==> config.mk <==
export PLATFORM = sky130hd
export DESIGN_NAME = mips_subset_instruction_decoder
export DESIGN_NICKNAME = d
export VERILOG_FILES = /design/src/rtl/core/msid_pkg.sv /design/src/rtl/core/mips_subset_instruction_decoder.sv /design/src/rtl/core/msid_match.sv /design/src/rtl/core/msid_prio.sv
export SDC_FILE = /design/constraint.sdc
export NUM_CORES = 1
export LEC_CHECK = 0
export BUFFER_PORTS_ARGS = -buffer_cell sky130_fd_sc_hd__buf_2
export CAP_MARGIN = 10
export CORE_ASPECT_RATIO = 1.5
export CORE_UTILIZATION = 51
export DETAILED_ROUTE_END_ITERATION = 7
export PLACE_DENSITY = 0.83
export SYNTH_ARGS = -nofsm -noshare
export SYNTH_HDL_FRONTEND = slang
export SYNTH_HIERARCHICAL = 1
export SYNTH_SLANG_ARGS = --single-unit
==> constraint.sdc <==
create_clock -name clk -period 1.5 [get_ports clk]
set_input_delay 0.3 -clock clk [delete_from_list [all_inputs] [get_ports clk]]
set_output_delay 0.3 -clock clk [all_outputs]
set_load 0.03 [all_outputs]
==> src/rtl/core/msid_pkg.sv <==
// Shared types and the pattern table for the MIPS subset decoder.
// No dependencies; imported by msid_match, msid_prio and the top level.
`timescale 1ns / 1ps

package msid_pkg;

    localparam int NUM_PATTERNS = 52;
    localparam int GROUP_SIZE   = 8;
    localparam int NUM_GROUPS   = (NUM_PATTERNS + GROUP_SIZE - 1) / GROUP_SIZE;
    localparam int HIT_W        = NUM_GROUPS * GROUP_SIZE;

    localparam logic [5:0] CODE_ILLEGAL = 6'd51;
    localparam logic [5:0] CODE_SLL     = 6'd48;

    typedef struct packed {
        logic [31:0] mask;
        logic [31:0] match;
        logic [5:0]  code;
    } pattern_t;

    // Priority order: first entry that matches wins.
    localparam pattern_t PATTERNS [0:NUM_PATTERNS-1] = '{
        '{32'hFFFF_FFFF, 32'h0000_0000, 6'd48},   // all-zero word is NOP -> SLL
        '{32'hFC00_07FF, 32'h0000_0020, 6'd0},
        '{32'hFC00_07FF, 32'h0000_0021, 6'd1},
        '{32'hFC00_07FF, 32'h0000_0024, 6'd2},
        '{32'hFC00_07FF, 32'h0000_0027, 6'd3},
        '{32'hFC00_07FF, 32'h0000_0025, 6'd4},
        '{32'hFC00_07FF, 32'h0000_0004, 6'd5},
        '{32'hFC00_07FF, 32'h0000_002A, 6'd6},
        '{32'hFC00_07FF, 32'h0000_002B, 6'd7},
        '{32'hFC00_07FF, 32'h0000_0007, 6'd8},
        '{32'hFC00_07FF, 32'h0000_0006, 6'd9},
        '{32'hFC00_07FF, 32'h0000_0022, 6'd10},
        '{32'hFC00_07FF, 32'h0000_0023, 6'd11},
        '{32'hFC00_07FF, 32'h0000_0026, 6'd12},
        '{32'hFC1F_0000, 32'h0401_0000, 6'd13},
        '{32'hFC1F_0000, 32'h0411_0000, 6'd14},
        '{32'hFC1F_0000, 32'h0400_0000, 6'd15},
        '{32'hFC1F_0000, 32'h0410_0000, 6'd16},
        '{32'hFC1F_0000, 32'h1C00_0000, 6'd17},
        '{32'hFC1F_0000, 32'h1800_0000, 6'd18},
        '{32'hFC00_0000, 32'h2000_0000, 6'd19},
        '{32'hFC00_0000, 32'h2400_0000, 6'd20},
        '{32'hFC00_0000, 32'h3000_0000, 6'd21},
        '{32'hFC00_0000, 32'h3400_0000, 6'd22},
        '{32'hFC00_0000, 32'h3800_0000, 6'd23},
        '{32'hFC00_0000, 32'h2800_0000, 6'd24},
        '{32'hFC00_0000, 32'h2C00_0000, 6'd25},
        '{32'hFC00_0000, 32'h1000_0000, 6'd26},
        '{32'hFC00_0000, 32'h1400_0000, 6'd27},
        '{32'hFC00_0000, 32'h0800_0000, 6'd28},
        '{32'hFC00_0000, 32'h0C00_0000, 6'd29},
        '{32'hFC00_003F, 32'h0000_000D, 6'd30},
        '{32'hFC00_003F, 32'h0000_000C, 6'd31},
        '{32'hFFE0_0000, 32'h4020_0000, 6'd32},
        '{32'hFC1F_07FF, 32'h0000_0009, 6'd33},
        '{32'hFC1F_FFFF, 32'h0000_0008, 6'd34},
        '{32'hFFE0_0000, 32'h3C00_0000, 6'd35},
        '{32'hFC00_0000, 32'h8C00_0000, 6'd36},
        '{32'hFC00_0000, 32'hAC00_0000, 6'd37},
        '{32'hFC00_0000, 32'hE000_0000, 6'd38},
        '{32'hFC00_0000, 32'hC000_0000, 6'd39},
        '{32'hFFE0_07FF, 32'h4000_0000, 6'd40},
        '{32'hFFE0_07FF, 32'h4080_0000, 6'd41},
        '{32'hFFFF_07FF, 32'h0000_0010, 6'd42},
        '{32'hFFFF_07FF, 32'h0000_0012, 6'd43},
        '{32'hFC1F_FFFF, 32'h0000_0011, 6'd44},
        '{32'hFC1F_FFFF, 32'h0000_0013, 6'd45},
        '{32'hFC00_FFFF, 32'h0000_0018, 6'd46},
        '{32'hFC00_FFFF, 32'h0000_0019, 6'd47},
        '{32'hFFE0_003F, 32'h0000_0000, 6'd48},
        '{32'hFFE0_003F, 32'h0000_0003, 6'd49},
        '{32'hFFE0_003F, 32'h0000_0002, 6'd50}
    };

    // Hit vector and word after the compare stage.
    typedef struct packed {
        logic             valid;
        logic [31:0]      word;
        logic [HIT_W-1:0] hits;
    } match_bus_t;

    // First hit inside one group of patterns.
    typedef struct packed {
        logic       hit;
        logic [5:0] code;
    } grp_t;

    // Finished decode leaving the priority stages.
    typedef struct packed {
        logic        valid;
        logic        legal;
        logic [5:0]  code;
        logic [31:0] word;
    } result_t;

    // Code of a table slot; padding slots past the table read as illegal.
    function automatic logic [5:0] pat_code(input int idx);
        logic [5:0] c;
        c = CODE_ILLEGAL;
        if (idx < NUM_PATTERNS)
        begin
            c = PATTERNS[idx].code;
        end
        return c;
    endfunction

endpackage

==> src/rtl/core/mips_subset_instruction_decoder.sv <==
// Throughput: one request per cycle; busy is held low, so start may be high every cycle.
// Four register stages: input capture, parallel pattern compare, per-group priority
// (8 patterns each), final group select into the output register.
// Reset (rst_n, async, active low) clears the stage valid bits; nothing is in flight after it.
// done is a one-cycle strobe; the receiver cannot stall, so no stage ever holds.
`timescale 1ns / 1ps

module mips_subset_instruction_decoder (
    input  logic        clk,
    input  logic        rst_n,
    input  logic        start,
    output logic        busy,
    input  logic [31:0] instruction_word,
    output logic        done,
    output logic [5:0]  insn_code,
    output logic        is_legal,
    output logic [4:0]  source_reg,
    output logic [4:0]  target_reg,
    output logic [4:0]  dest_reg,
    output logic [4:0]  shift_amount,
    output logic [15:0] immediate
);
    import msid_pkg::*;

    match_bus_t match_bus;
    result_t    res;
    logic       take;

    // Pipeline never back-pressures: every request is taken.
    assign busy = 1'b0;
    assign take = start & ~busy;

    // Stages 1-2: capture the word, compare against every table entry.
    msid_match u_match (
        .clk              (clk),
        .rst_n            (rst_n),
        .take             (take),
        .instruction_word (instruction_word),
        .match_out        (match_bus)
    );

    // Stages 3-4: lowest-index hit wins; no hit gives the illegal code.
    msid_prio u_prio (
        .clk      (clk),
        .rst_n    (rst_n),
        .match_in (match_bus),
        .result   (res)
    );

    // Field slices ride along with the word; they are raw even for illegal words.
    assign done         = res.valid;
    assign insn_code    = res.code;
    assign is_legal     = res.legal;
    assign source_reg   = res.word[25:21];
    assign target_reg   = res.word[20:16];
    assign dest_reg     = res.word[15:11];
    assign shift_amount = res.word[10:6];
    assign immediate    = res.word[15:0];

    // Every accepted request comes out on done after passing through all stage registers.
    a_latency: assert property (@(posedge clk) disable iff (!rst_n)
        take |-> ##4 done)
        else $error("request did not complete in four cycles");

    // No strobe without a matching earlier request.
    a_no_spurious: assert property (@(posedge clk) disable iff (!rst_n)
        done |-> $past(take, 4))
        else $error("done without a matching request");

    // Legal flag and code agree.
    a_legal_code: assert property (@(posedge clk) disable iff (!rst_n)
        done |-> (is_legal == (insn_code != CODE_ILLEGAL)))
        else $error("is_legal disagrees with insn_code");

    // All-zero word always decodes as the shift-left code.
    a_nop_sll: assert property (@(posedge clk) disable iff (!rst_n)
        (take && (instruction_word == 32'h0)) |-> ##4 (is_legal && (insn_code == CODE_SLL)))
        else $error("all-zero word not decoded as NOP");

endmodule

==> src/rtl/core/msid_match.sv <==
// Input register and pattern compare stage of the decoder.
// Depends on msid_pkg (pattern table, match_bus_t).
`timescale 1ns / 1ps

module msid_match (
    input  logic                clk,
    input  logic                rst_n,
    input  logic                take,
    input  logic [31:0]         instruction_word,
    output msid_pkg::match_bus_t match_out
);
    import msid_pkg::*;

    logic                 s1_valid_reg;
    logic [31:0]          s1_word_reg;
    logic                 s2_valid_reg;
    logic [31:0]          s2_word_reg;
    logic [HIT_W-1:0]     s2_hits_reg;
    logic [HIT_W-1:0]     s2_hits_next;

    // One equality compare per table entry, all in parallel.
    always_comb
    begin
        s2_hits_next = '0;
        for (int i = 0; i < NUM_PATTERNS; i++)
        begin
            s2_hits_next[i] = ((s1_word_reg & PATTERNS[i].mask) == PATTERNS[i].match);
        end
    end

    always_ff @(posedge clk or negedge rst_n)
    begin
        if (!rst_n)
        begin
            s1_valid_reg <= 1'b0;
            s2_valid_reg <= 1'b0;
        end
        else
        begin
            s1_valid_reg <= take;
            s2_valid_reg <= s1_valid_reg;
        end
    end

    always_ff @(posedge clk)
    begin
        s1_word_reg <= instruction_word;
        s2_word_reg <= s1_word_reg;
        s2_hits_reg <= s2_hits_next;
    end

    assign match_out.valid = s2_valid_reg;
    assign match_out.word  = s2_word_reg;
    assign match_out.hits  = s2_hits_reg;

endmodule

==> src/rtl/core/msid_prio.sv <==
// Two-stage priority encoder: first hit per group, then first hit group.
// Depends on msid_pkg (match_bus_t, grp_t, result_t, pat_code).
`timescale 1ns / 1ps

module msid_prio (
    input  logic                 clk,
    input  logic                 rst_n,
    input  msid_pkg::match_bus_t match_in,
    output msid_pkg::result_t    result
);
    import msid_pkg::*;

    grp_t        s3_grp_reg  [NUM_GROUPS];
    grp_t        s3_grp_next [NUM_GROUPS];
    logic        s3_valid_reg;
    logic [31:0] s3_word_reg;

    logic        s4_valid_reg;
    logic        s4_legal_reg;
    logic        s4_legal_next;
    logic [5:0]  s4_code_reg;
    logic [5:0]  s4_code_next;
    logic [31:0] s4_word_reg;

    // Within a group, scan from the last slot down so the lowest index wins.
    always_comb
    begin
        for (int g = 0; g < NUM_GROUPS; g++)
        begin
            s3_grp_next[g].hit  = 1'b0;
            s3_grp_next[g].code = CODE_ILLEGAL;
            for (int j = GROUP_SIZE - 1; j >= 0; j--)
            begin
                if (match_in.hits[g * GROUP_SIZE + j])
                begin
                    s3_grp_next[g].hit  = 1'b1;
                    s3_grp_next[g].code = pat_code(g * GROUP_SIZE + j);
                end
            end
        end
    end

    always_comb
    begin
        s4_legal_next = 1'b0;
        s4_code_next  = CODE_ILLEGAL;
        for (int g = NUM_GROUPS - 1; g >= 0; g--)
        begin
            if (s3_grp_reg[g].hit)
            begin
                s4_legal_next = 1'b1;
                s4_code_next  = s3_grp_reg[g].code;
            end
        end
    end

    always_ff @(posedge clk or negedge rst_n)
    begin
        if (!rst_n)
        begin
            s3_valid_reg <= 1'b0;
            s4_valid_reg <= 1'b0;
        end
        else
        begin
            s3_valid_reg <= match_in.valid;
            s4_valid_reg <= s3_valid_reg;
        end
    end

    always_ff @(posedge clk)
    begin
        s3_grp_reg   <= s3_grp_next;
        s3_word_reg  <= match_in.word;
        s4_legal_reg <= s4_legal_next;
        s4_code_reg  <= s4_code_next;
        s4_word_reg  <= s3_word_reg;
    end

    assign result.valid = s4_valid_reg;
    assign result.legal = s4_legal_reg;
    assign result.code  = s4_code_reg;
    assign result.word  = s4_word_reg;

endmodule

---- After elaboration in Yosys (flattened, before gate mapping) ----
Index checks and enable logic that the tools add are counted.
operators by class
  reductions and logical operators ........ 13
  eq/ne operators ......................... 50
  mux-type cells .......................... 53
operators by type and width
  cell                  count
  $eq 17x6->1 const B   10
  $eq 27x5->1 const B   4
  $mux 6                18
  $mux 4                18
  $logic_not 32->1      2
  $eq 17x3->1 const B   3
  $mux 5                9
  $eq 11x6->1 const B   4
  $eq 22x21->1 const B  2
  $eq 22x5->1 const B   2
  $eq 6x4->1 const B    7
  $mux 7                6
  $reduce_or 7->1       6
  $eq 17x2->1 const B   2
  $eq 27x4->1 const B   1
  $eq 12x4->1 const B   2
  $eq 6x6->1 const B    4
  $eq 11x8->1 const B   2
  $eq 22x4->1 const B   1
  $eq 6x2->1 const B    2
  $eq 6x3->1 const B    2
  $eq 11x10->1 const B  1
  $eq 11x9->1 const B   1
  $reduce_or 6->1       1
  other kinds (5)       6
storage, ports and cells
  bits of input ports ..................... 35
  output and inout bits ................... 45
  word-level logic and storage cells ...... 149
  register bits after elaboration ......... 221

---- Longest topological paths before layout ----
Gate-level depths: netlist of the first run.
  word-level depth ........................ 7
  gate-level depth with buffers ........... 5
  gate-level depth less buffers ........... 4

---- Hierarchy ----
Netlist of the first run, hierarchy kept.
by module, submodules not included
  module                           instances  area each (µm²)  seq. area each (µm²)  cells an instance
  msid_prio                        1          3199.3           2312.2                281
  msid_match                       1          3104.2           2372.3                241
  mips_subset_instruction_decoder  1          86.3             0.0                   12

---- Worst setup path after synthesis of the first run ----
OpenSTA, ideal clock, no wires.
  kind .................................... register -> register
  start ................................... reg u_match.s1_word_reg[3]
  end ..................................... reg u_match.s2_hits_reg[42]
  cell stages (with the launch flop) ...... 4
  required time ........................... 1.412 ns
  setup time .............................. 0.088 ns
  data arrival time ....................... 1.409 ns
  path buffers ............................ 0
  setup slack ............................. 0.003 ns
  period minus slack after synthesis ...... 1.497 ns
  cell sequence ........................... dfxtp_1 -> or4_4 -> or3_4 -> nor4_2
on the way
  cells in the longest elaborated chain, start to end .. 1
RTL lines
  element                             line              RTL
  start: declaration                  msid_match.sv:15  logic [31:0] s1_word_reg;
  start signal: assignment            msid_match.sv:47  s1_word_reg <= instruction_word;
  $eq 22x21->1                        msid_match.sv:27  s2_hits_next[i] = ((s1_word_reg & PATTERNS[i].mask) == PATTERNS[i].match);
  named net u_match.s2_hits_next[42]  msid_match.sv:19  logic [HIT_W-1:0] s2_hits_next;
  end signal: assignment              msid_match.sv:49  s2_hits_reg <= s2_hits_next;
  end: declaration                    msid_match.sv:18  logic [HIT_W-1:0] s2_hits_reg;
The timed path passes the listed nets, and every way through them passes these cells.
A chain may end at the register's enable or synchronous reset.

---- Worst setup path after layout of the first run ----
  start ................................... reg u_match.s1_word_reg[26]
  end ..................................... reg u_match.s2_hits_reg[43]
on the way
  cells in the longest elaborated chain, start to end .. 1
RTL lines
  element                             line
  $eq 27x5->1                         msid_match.sv:27
  named net u_match.s2_hits_next[43]  msid_match.sv:19
The timed path passes the listed nets, and every way through them passes these cells.

==> metrics.txt, run 1 <==
# TYPE chip_impl_metric gauge
chip_impl_metric{name="die_x",unit="um"} 90.78
chip_impl_metric{name="final_period_minus_worst_setup_slack",unit="ns"} 1.571
chip_impl_metric{name="routed_wire_length_per_instance",unit="um"} 16.37
chip_impl_metric{name="final-seq-area",unit="um^2"} 4325
chip_impl_metric{name="syn-cell-area",unit="um^2"} 6030
chip_impl_metric{name="critPathArrivalTime",unit="ns"} 1.94
chip_impl_metric{name="buffer_ports.inserted",unit=""} 78
chip_impl_metric{name="post-dp-hpwl",unit="um"} 7800
chip_impl_metric{name="leakagePower",unit="nW"} 3.196
chip_impl_metric{name="final_area",unit="um^2"} 7656
chip_impl_metric{name="setup_total_negative_slack",unit="ns"} -0.2028
chip_impl_metric{name="yosys_warnings",unit=""} 6
chip_impl_metric{name="grt_util_met2",unit="%"} 40.32
chip_impl_metric{name="clockBufferDepth",unit=""} 3
chip_impl_info{name="hold_class",value="input pin to asynchronous set/reset pin"} 1
chip_impl_metric{name="worstPathMaxFanout",unit=""} 17
chip_impl_metric{name="p_clk_share",unit="%"} 41.5
chip_impl_info{name="clk_root_buffer_cell",value="sky130_fd_sc_hd__clkbuf_16"} 1
chip_impl_metric{name="route.antenna.remaining_nets",unit=""} 0
chip_impl_metric{name="first_global_vias",unit=""} 4340
chip_impl_metric{name="fp.dieArea",unit="um^2"} 12270
chip_impl_metric{name="number_of_remaining_drc_errors",unit=""} 0
chip_impl_metric{name="post_route_clock_period_utilization",unit="%"} 104.7
chip_impl_metric{name="rows",unit=""} 48
chip_impl_metric{name="diodes_inserted",unit=""} 0
chip_impl_metric{name="cellInternalPower",unit="W"} 0.008714
chip_impl_metric{name="antenna_found_initial",unit=""} 0
chip_impl_metric{name="fmax",unit="GHz"} 0.6366
chip_impl_metric{name="crit_required",unit="ns"} 1.87
chip_impl_metric{name="numCtsBuffers",unit=""} 19
chip_impl_metric{name="global_route.usage.total",unit="%"} 20.73
chip_impl_info{name="globalRoute.busiestLayer",value="met2"} 1
chip_impl_metric{name="design.core.area",unit="um^2"} 11530
chip_impl_metric{name="placed_cell_area",unit="um^2"} 6569
chip_impl_info{name="violated_checks",value="negative setup slack"} 1
chip_impl_metric{name="layout-area-overhead-vs-synth",unit="%"} 26.98
chip_impl_metric{name="syn_inst",unit=""} 516
chip_impl_metric{name="start_util",unit="%"} 52.29
chip_impl_metric{name="maximum_number_of_pins_on_one_net_before_global_route_repair",unit=""} 18
chip_impl_metric{name="grt_pass1_wl",unit="um"} 20040
chip_impl_metric{name="grt_overflow",unit=""} 0
chip_impl_metric{name="synth_area_per_cell",unit="um^2"} 11.69
chip_impl_metric{name="die_h",unit="um"} 135.2
chip_impl_metric{name="timing.final.hold_violations",unit=""} 0
chip_impl_metric{name="num_io_pins",unit=""} 80
chip_impl_metric{name="initial_detailed_routing_violation_count",unit=""} 196
chip_impl_metric{name="cts.clk_slew.worst_paths",unit="ns"} 0.07
chip_impl_metric{name="worstMarginPinSlew",unit="ns"} 0.6085
chip_impl_metric{name="final.setup_skew",unit="ns"} 0.01389
chip_impl_info{name="setup.worst_path.class",value="flop to flop"} 1
chip_impl_metric{name="gp_congestion",unit=""} 0.9064
chip_impl_metric{name="grt.met1_usage",unit="%"} 18.99
chip_impl_info{name="final_cell_mix",value="sky130_fd_sc_hd__dfxtp_1, sky130_fd_sc_hd__buf_2, sky130_fd_sc_hd__dlygate4sd3_1"} 1
chip_impl_metric{name="share_comb_of_total_power",unit="%"} 4.7
chip_impl_metric{name="share_of_total_power_in_sequential_cells",unit="%"} 53.8
chip_impl_info{name="rsz_0062_raised_after_global_routing",value="true"} 1
chip_impl_metric{name="layout-drive-gt1-share",unit="%"} 23.74
chip_impl_metric{name="r2r.worst_path.cells",unit=""} 4
chip_impl_metric{name="insertion_delay",unit="ns"} 0.48
chip_impl_metric{name="power.share.switching",unit="%"} 21.78
chip_impl_metric{name="first_pass_iters",unit=""} 5
chip_impl_metric{name="finish.net_count",unit=""} 676
chip_impl_info{name="final_common_cell",value="sky130_fd_sc_hd__dfxtp_1"} 1
chip_impl_metric{name="largest_reg_flops",unit=""} 52
chip_impl_metric{name="met3_usage",unit="%"} 4.321
chip_impl_metric{name="htree_levels",unit=""} 1
chip_impl_metric{name="detailed_route_wire_length",unit="um"} 13150
chip_impl_metric{name="total_area_of_multi_input_combinational_cells",unit="um^2"} 1579
chip_impl_metric{name="detail_route.vias_per_cell",unit=""} 5.192
chip_impl_metric{name="fillers",unit=""} 791
chip_impl_metric{name="total_power",unit="W"} 0.01114
chip_impl_metric{name="finalHoldWorstSlack",unit="ns"} 0.1573
chip_impl_metric{name="max_cap_violations",unit=""} 0
chip_impl_metric{name="slew_headroom",unit="%"} 59.43
chip_impl_metric{name="power.density_cell_area",unit="nW/um^2"} 1455
chip_impl_metric{name="total_switching_power",unit="W"} 0.002426
chip_impl_info{name="tritoncts",value="built"} 1
chip_impl_metric{name="timing.final.ws_setup",unit="ns"} -0.07074
chip_impl_info{name="worst_setup_path_end_kind",value="flop"} 1
chip_impl_metric{name="slew_viol_final",unit=""} 0
chip_impl_info{name="run_status",value="finished, violations left"} 1
chip_impl_metric{name="dpl_worst_slack",unit="ns"} -0.05037
chip_impl_metric{name="numClockSinks",unit=""} 215
chip_impl_metric{name="setup-violations-final",unit=""} 8
chip_impl_info{name="setup.worst_path.start_class",value="flop"} 1
chip_impl_metric{name="vdd.ir_drop.worst",unit="mV"} 1.260
chip_impl_metric{name="route.vias.total",unit=""} 4169
-- power groups by stage --
| stage | Combinational [W] | Clock, W | Sequential, W |
|---|---|---|---|
| after floorplan | 0.000191 | 0 | 0.00619 |
| after global routing | 0.000549 | 0.00495 | 0.00601 |
| after detailed placement | 0.000419 | 0 | 0.00611 |
| final | 0.000522 | 0.00462 | 0.00599 |
| after global placement | 0.000407 | 0 | 0.00610 |
| after CTS | 0.000499 | 0.00468 | 0.00599 |
-- layer usage --
layer / wire length, um / part of all wire (%)
met5: 0 / 0
met3: 660 / 5.0
met4: 788 / 6.0
met1: 4456 / 34
met2: 7239 / 55
-- worst paths after layout --
kind | from | end | slack, ns
max in group asynchronous | rst_n | u_match/s1_valid_reg | 1.23
worst min-delay path | rst_n | u_prio/s3_valid_reg | 0.16
worst min register to register | u_match/s2_word_reg[4] | u_prio/s3_word_reg[4] | 0.32
worst max-delay path | u_match/s1_word_reg[26] | u_match/s2_hits_reg[43] | -0.07
worst max register to register | u_match/s1_word_reg[26] | u_match/s2_hits_reg[43] | -0.07
min in group clk | u_match/s2_word_reg[4] | u_prio/s3_word_reg[4] | 0.32
-- per-stage QoR --
step | cells | util [%]
after floorplan | 519 | -
after global placement | 735 | 56.97
after detailed placement | 735 | 56.97
after CTS | 803 | 65.43
after global routing | 803 | 66.40
final | 803 | 66.40
-- area by class of cell --
cell class,instances,area share (%)
clock buffer,25,7.174
clock inverter,8,0.7027
inverter,24,1.177
multi-input combinational,252,20.62
sequential,215,56.50
tap,150,2.451
timing repair buffer,129,11.37
-- worst max-delay path, cell delays in order (launching register included) --
cell and delay [ns]:
sky130_fd_sc_hd__dfxtp_1 0.33, sky130_fd_sc_hd__nor4_4 0.41, sky130_fd_sc_hd__nand4b_2 0.20, sky130_fd_sc_hd__buf_12 0.20
sky130_fd_sc_hd__nor4_1 0.32
-- repair_timing --
item | 4_1_cts | 5_1_grt
endpoints found under the setup margin | 6 | 14
hold endpoints to repair | 37 | 0
resized for setup | 4 | 18
pin swaps | 2 | 2
hold buffers | 34 | 0
buffers inserted | 1 | 0
No activity file was read; power rests on OpenSTA's default activity.
==> run 2, diff against run 1 <==
Settings changed: PLACE_DENSITY 0.83 to 0.84.
==> metrics.txt, run 2 (synthesis gave the netlist of run 1 again) <==
# TYPE chip_impl_metric gauge
chip_impl_metric{name="post-dp-hpwl",unit="um"} 7999
chip_impl_info{name="final_common_cell",value="sky130_fd_sc_hd__dfxtp_1"} 1
chip_impl_metric{name="first_pass_iters",unit=""} 4
chip_impl_metric{name="finalHoldWorstSlack",unit="ns"} 0.1550
chip_impl_metric{name="gp_congestion",unit=""} 0.9366
chip_impl_metric{name="slew_headroom",unit="%"} 51.50
chip_impl_metric{name="clockBufferDepth",unit=""} 3
chip_impl_metric{name="setup_total_negative_slack",unit="ns"} -0.2104
chip_impl_metric{name="number_of_remaining_drc_errors",unit=""} 0
chip_impl_metric{name="grt_pass1_wl",unit="um"} 19410
chip_impl_metric{name="start_util",unit="%"} 52.29
chip_impl_info{name="timing.rr.start",value="u_match/s1_word_reg[29]"} 1
chip_impl_info{name="final_cell_mix",value="sky130_fd_sc_hd__dfxtp_1, sky130_fd_sc_hd__buf_2, sky130_fd_sc_hd__dlygate4sd3_1"} 1
chip_impl_metric{name="final.setup_skew",unit="ns"} 0.007899
chip_impl_info{name="violated_checks",value="negative setup slack"} 1
chip_impl_metric{name="htree_levels",unit=""} 1
chip_impl_metric{name="antenna_found_initial",unit=""} 0
chip_impl_metric{name="crit_required",unit="ns"} 1.84
chip_impl_metric{name="first_global_vias",unit=""} 4287
chip_impl_metric{name="fp.dieArea",unit="um^2"} 12270
chip_impl_metric{name="slew_viol_final",unit=""} 0
chip_impl_metric{name="route.antenna.remaining_nets",unit=""} 0
chip_impl_metric{name="buffer_ports.inserted",unit=""} 78
chip_impl_metric{name="total_power",unit="W"} 0.01119
chip_impl_metric{name="numClockSinks",unit=""} 215
chip_impl_metric{name="worstMarginPinSlew",unit="ns"} 0.7275
chip_impl_metric{name="die_x",unit="um"} 90.78
chip_impl_metric{name="r2r.worst_path.cells",unit=""} 5
chip_impl_metric{name="routed_wire_length_per_instance",unit="um"} 16.40
chip_impl_metric{name="initial_detailed_routing_violation_count",unit=""} 214
chip_impl_metric{name="num_io_pins",unit=""} 80
chip_impl_metric{name="detailed_route_wire_length",unit="um"} 13120
chip_impl_metric{name="timing.final.ws_setup",unit="ns"} -0.1573
chip_impl_info{name="worst_setup_path_end_kind",value="flop"} 1
chip_impl_metric{name="rows",unit=""} 48
chip_impl_metric{name="cpPeakStageDelay",unit="ns"} 0.41
chip_impl_info{name="critical_path.cell_chain",value="nor4_4, buf_4, nand4b_4, buf_12, nor4_1"} 1
chip_impl_info{name="critical_path.reg2reg.endpoint",value="u_match/s2_hits_reg[6]"} 1
chip_impl_info{name="tritoncts",value="built"} 1
chip_impl_info{name="timing.critical_path.max_delay_family",value="simple AND/OR/NAND/NOR gates"} 1
chip_impl_metric{name="leakagePower",unit="nW"} 3.236
chip_impl_metric{name="fillers",unit=""} 782
chip_impl_metric{name="finish.net_count",unit=""} 675
chip_impl_info{name="clk_root_buffer_cell",value="sky130_fd_sc_hd__clkbuf_16"} 1
chip_impl_metric{name="worstPathMaxFanout",unit=""} 9
chip_impl_metric{name="maximum_number_of_pins_on_one_net_before_global_route_repair",unit=""} 18
chip_impl_metric{name="layout-area-overhead-vs-synth",unit="%"} 27.68
chip_impl_metric{name="global_route.usage.total",unit="%"} 20.00
chip_impl_metric{name="die_h",unit="um"} 135.2
chip_impl_metric{name="crit_buf_inv",unit=""} 2
chip_impl_metric{name="diodes_inserted",unit=""} 0
chip_impl_metric{name="grt_overflow",unit=""} 0
chip_impl_info{name="worst_setup_path_startpoint",value="u_match/s1_word_reg[29]"} 1
chip_impl_metric{name="design.core.area",unit="um^2"} 11530
chip_impl_metric{name="post_route_clock_period_utilization",unit="%"} 110.5
chip_impl_metric{name="power.density_cell_area",unit="nW/um^2"} 1453
chip_impl_metric{name="insertion_delay",unit="ns"} 0.47
chip_impl_info{name="cp-endpoint",value="u_match/s2_hits_reg[6]"} 1
chip_impl_metric{name="numCtsBuffers",unit=""} 18
chip_impl_info{name="hold_class",value="input pin to asynchronous set/reset pin"} 1
chip_impl_metric{name="final_period_minus_worst_setup_slack",unit="ns"} 1.657
chip_impl_metric{name="critPathArrivalTime",unit="ns"} 2.00
chip_impl_metric{name="cts.clk_slew.worst_paths",unit="ns"} 0.07
chip_impl_info{name="run_status",value="finished, violations left"} 1
chip_impl_metric{name="largest_reg_flops",unit=""} 52
chip_impl_info{name="setup.worst_path.class",value="flop to flop"} 1
chip_impl_metric{name="layout-drive-gt1-share",unit="%"} 23.54
chip_impl_info{name="slowest_cell_on_the_critical_path",value="sky130_fd_sc_hd__nor4_1"} 1
chip_impl_metric{name="max_cap_violations",unit=""} 0
chip_impl_metric{name="timing.final.hold_violations",unit=""} 0
chip_impl_metric{name="regToRegSetupSlack",unit="ns"} -0.16
chip_impl_metric{name="detail_route.vias_per_cell",unit=""} 5.186
chip_impl_info{name="setup.worst_path.start_class",value="flop"} 1
chip_impl_info{name="rsz_0062_raised_after_global_routing",value="true"} 1
chip_impl_metric{name="setup-violations-final",unit=""} 6
chip_impl_metric{name="route.vias.total",unit=""} 4149
chip_impl_metric{name="vdd.ir_drop.worst",unit="mV"} 1.322
chip_impl_metric{name="fmax",unit="GHz"} 0.6034
chip_impl_metric{name="cp_num_cells",unit=""} 5
-- run 2: repair_timing --
| action | in CTS | in global routing |
|---|---|---|
| endpoints found under the hold margin | 37 | 0 |
| cloned | 0 | 1 |
| endpoints found under the setup margin | 4 | 16 |
| gates resized for setup | 0 | 27 |
| hold buffers | 34 | 0 |
| buffers inserted | 1 | 0 |
| pin swaps | 1 | 4 |
-- run 2: layout make-up --
class | count | area [um^2] | share of cell area, %
Multi-Input combinational cell | 252 | 1600 | 20.79
Sequential cell | 215 | 4328 | 56.22
Tap cell | 150 | 187.7 | 2.438
Clock buffer | 25 | 549.3 | 7.135
Timing Repair Buffer | 129 | 888.4 | 11.54
Inverter | 24 | 90.09 | 1.170
Clock inverter | 5 | 55.05 | 0.7151
-- run 2: power breakdown --
| part | internal [W] | total [W] | switching (W) | leakage [nW] |
|---|---|---|---|---|
| registers | 0.00590 | 0.00600 | 0.0000929 | 1.79 |
| logic | 0.000208 | 0.000518 | 0.000311 | 1.15 |
| clock network | 0.00273 | 0.00467 | 0.00194 | 0.293 |
-- run 2: stage by stage --
stage	util (%)	setup slack, ns	cell area [um^2]	std cells
5_1_grt	66.76	-0.1279	7699	800
2_1_floorplan	-	0.003348	6041	519
3_3_place_gp	56.90	0.04420	6561	734
4_1_cts	65.16	0.003280	7513	799
6_report	66.76	-0.1573	7699	800
3_5_place_dp	56.90	-0.02160	6561	734
-- run 2: worst min path at each step --
stage	to	depth (start not counted)	slack, ns	startpoint
2_1_floorplan	u_match/s1_valid_reg	0	0.004	rst_n
3_3_place_gp	u_match/s1_valid_reg	1	0.10	rst_n
3_5_place_dp	u_prio/s3_valid_reg	1	0.11	rst_n
4_1_cts	u_prio/s3_valid_reg	2	0.15	rst_n
5_1_grt	u_match/s1_valid_reg	2	0.17	rst_n
6_report	u_prio/s3_valid_reg	2	0.16	rst_n
-- run 2: layer usage --
metal | part of all wire [%] | track usage, % | vias to the layer above | wire length, um
met3 | 4.0 | 3.704 | 48 | 522
met5 | 0 | 0 | - | 0
met4 | 4.7 | 14.37 | 0 | 623
met1 | 35 | 17.77 | 1968 | 4593
met2 | 56 | 39.48 | 142 | 7381
li1 | - | - | 1991 | -
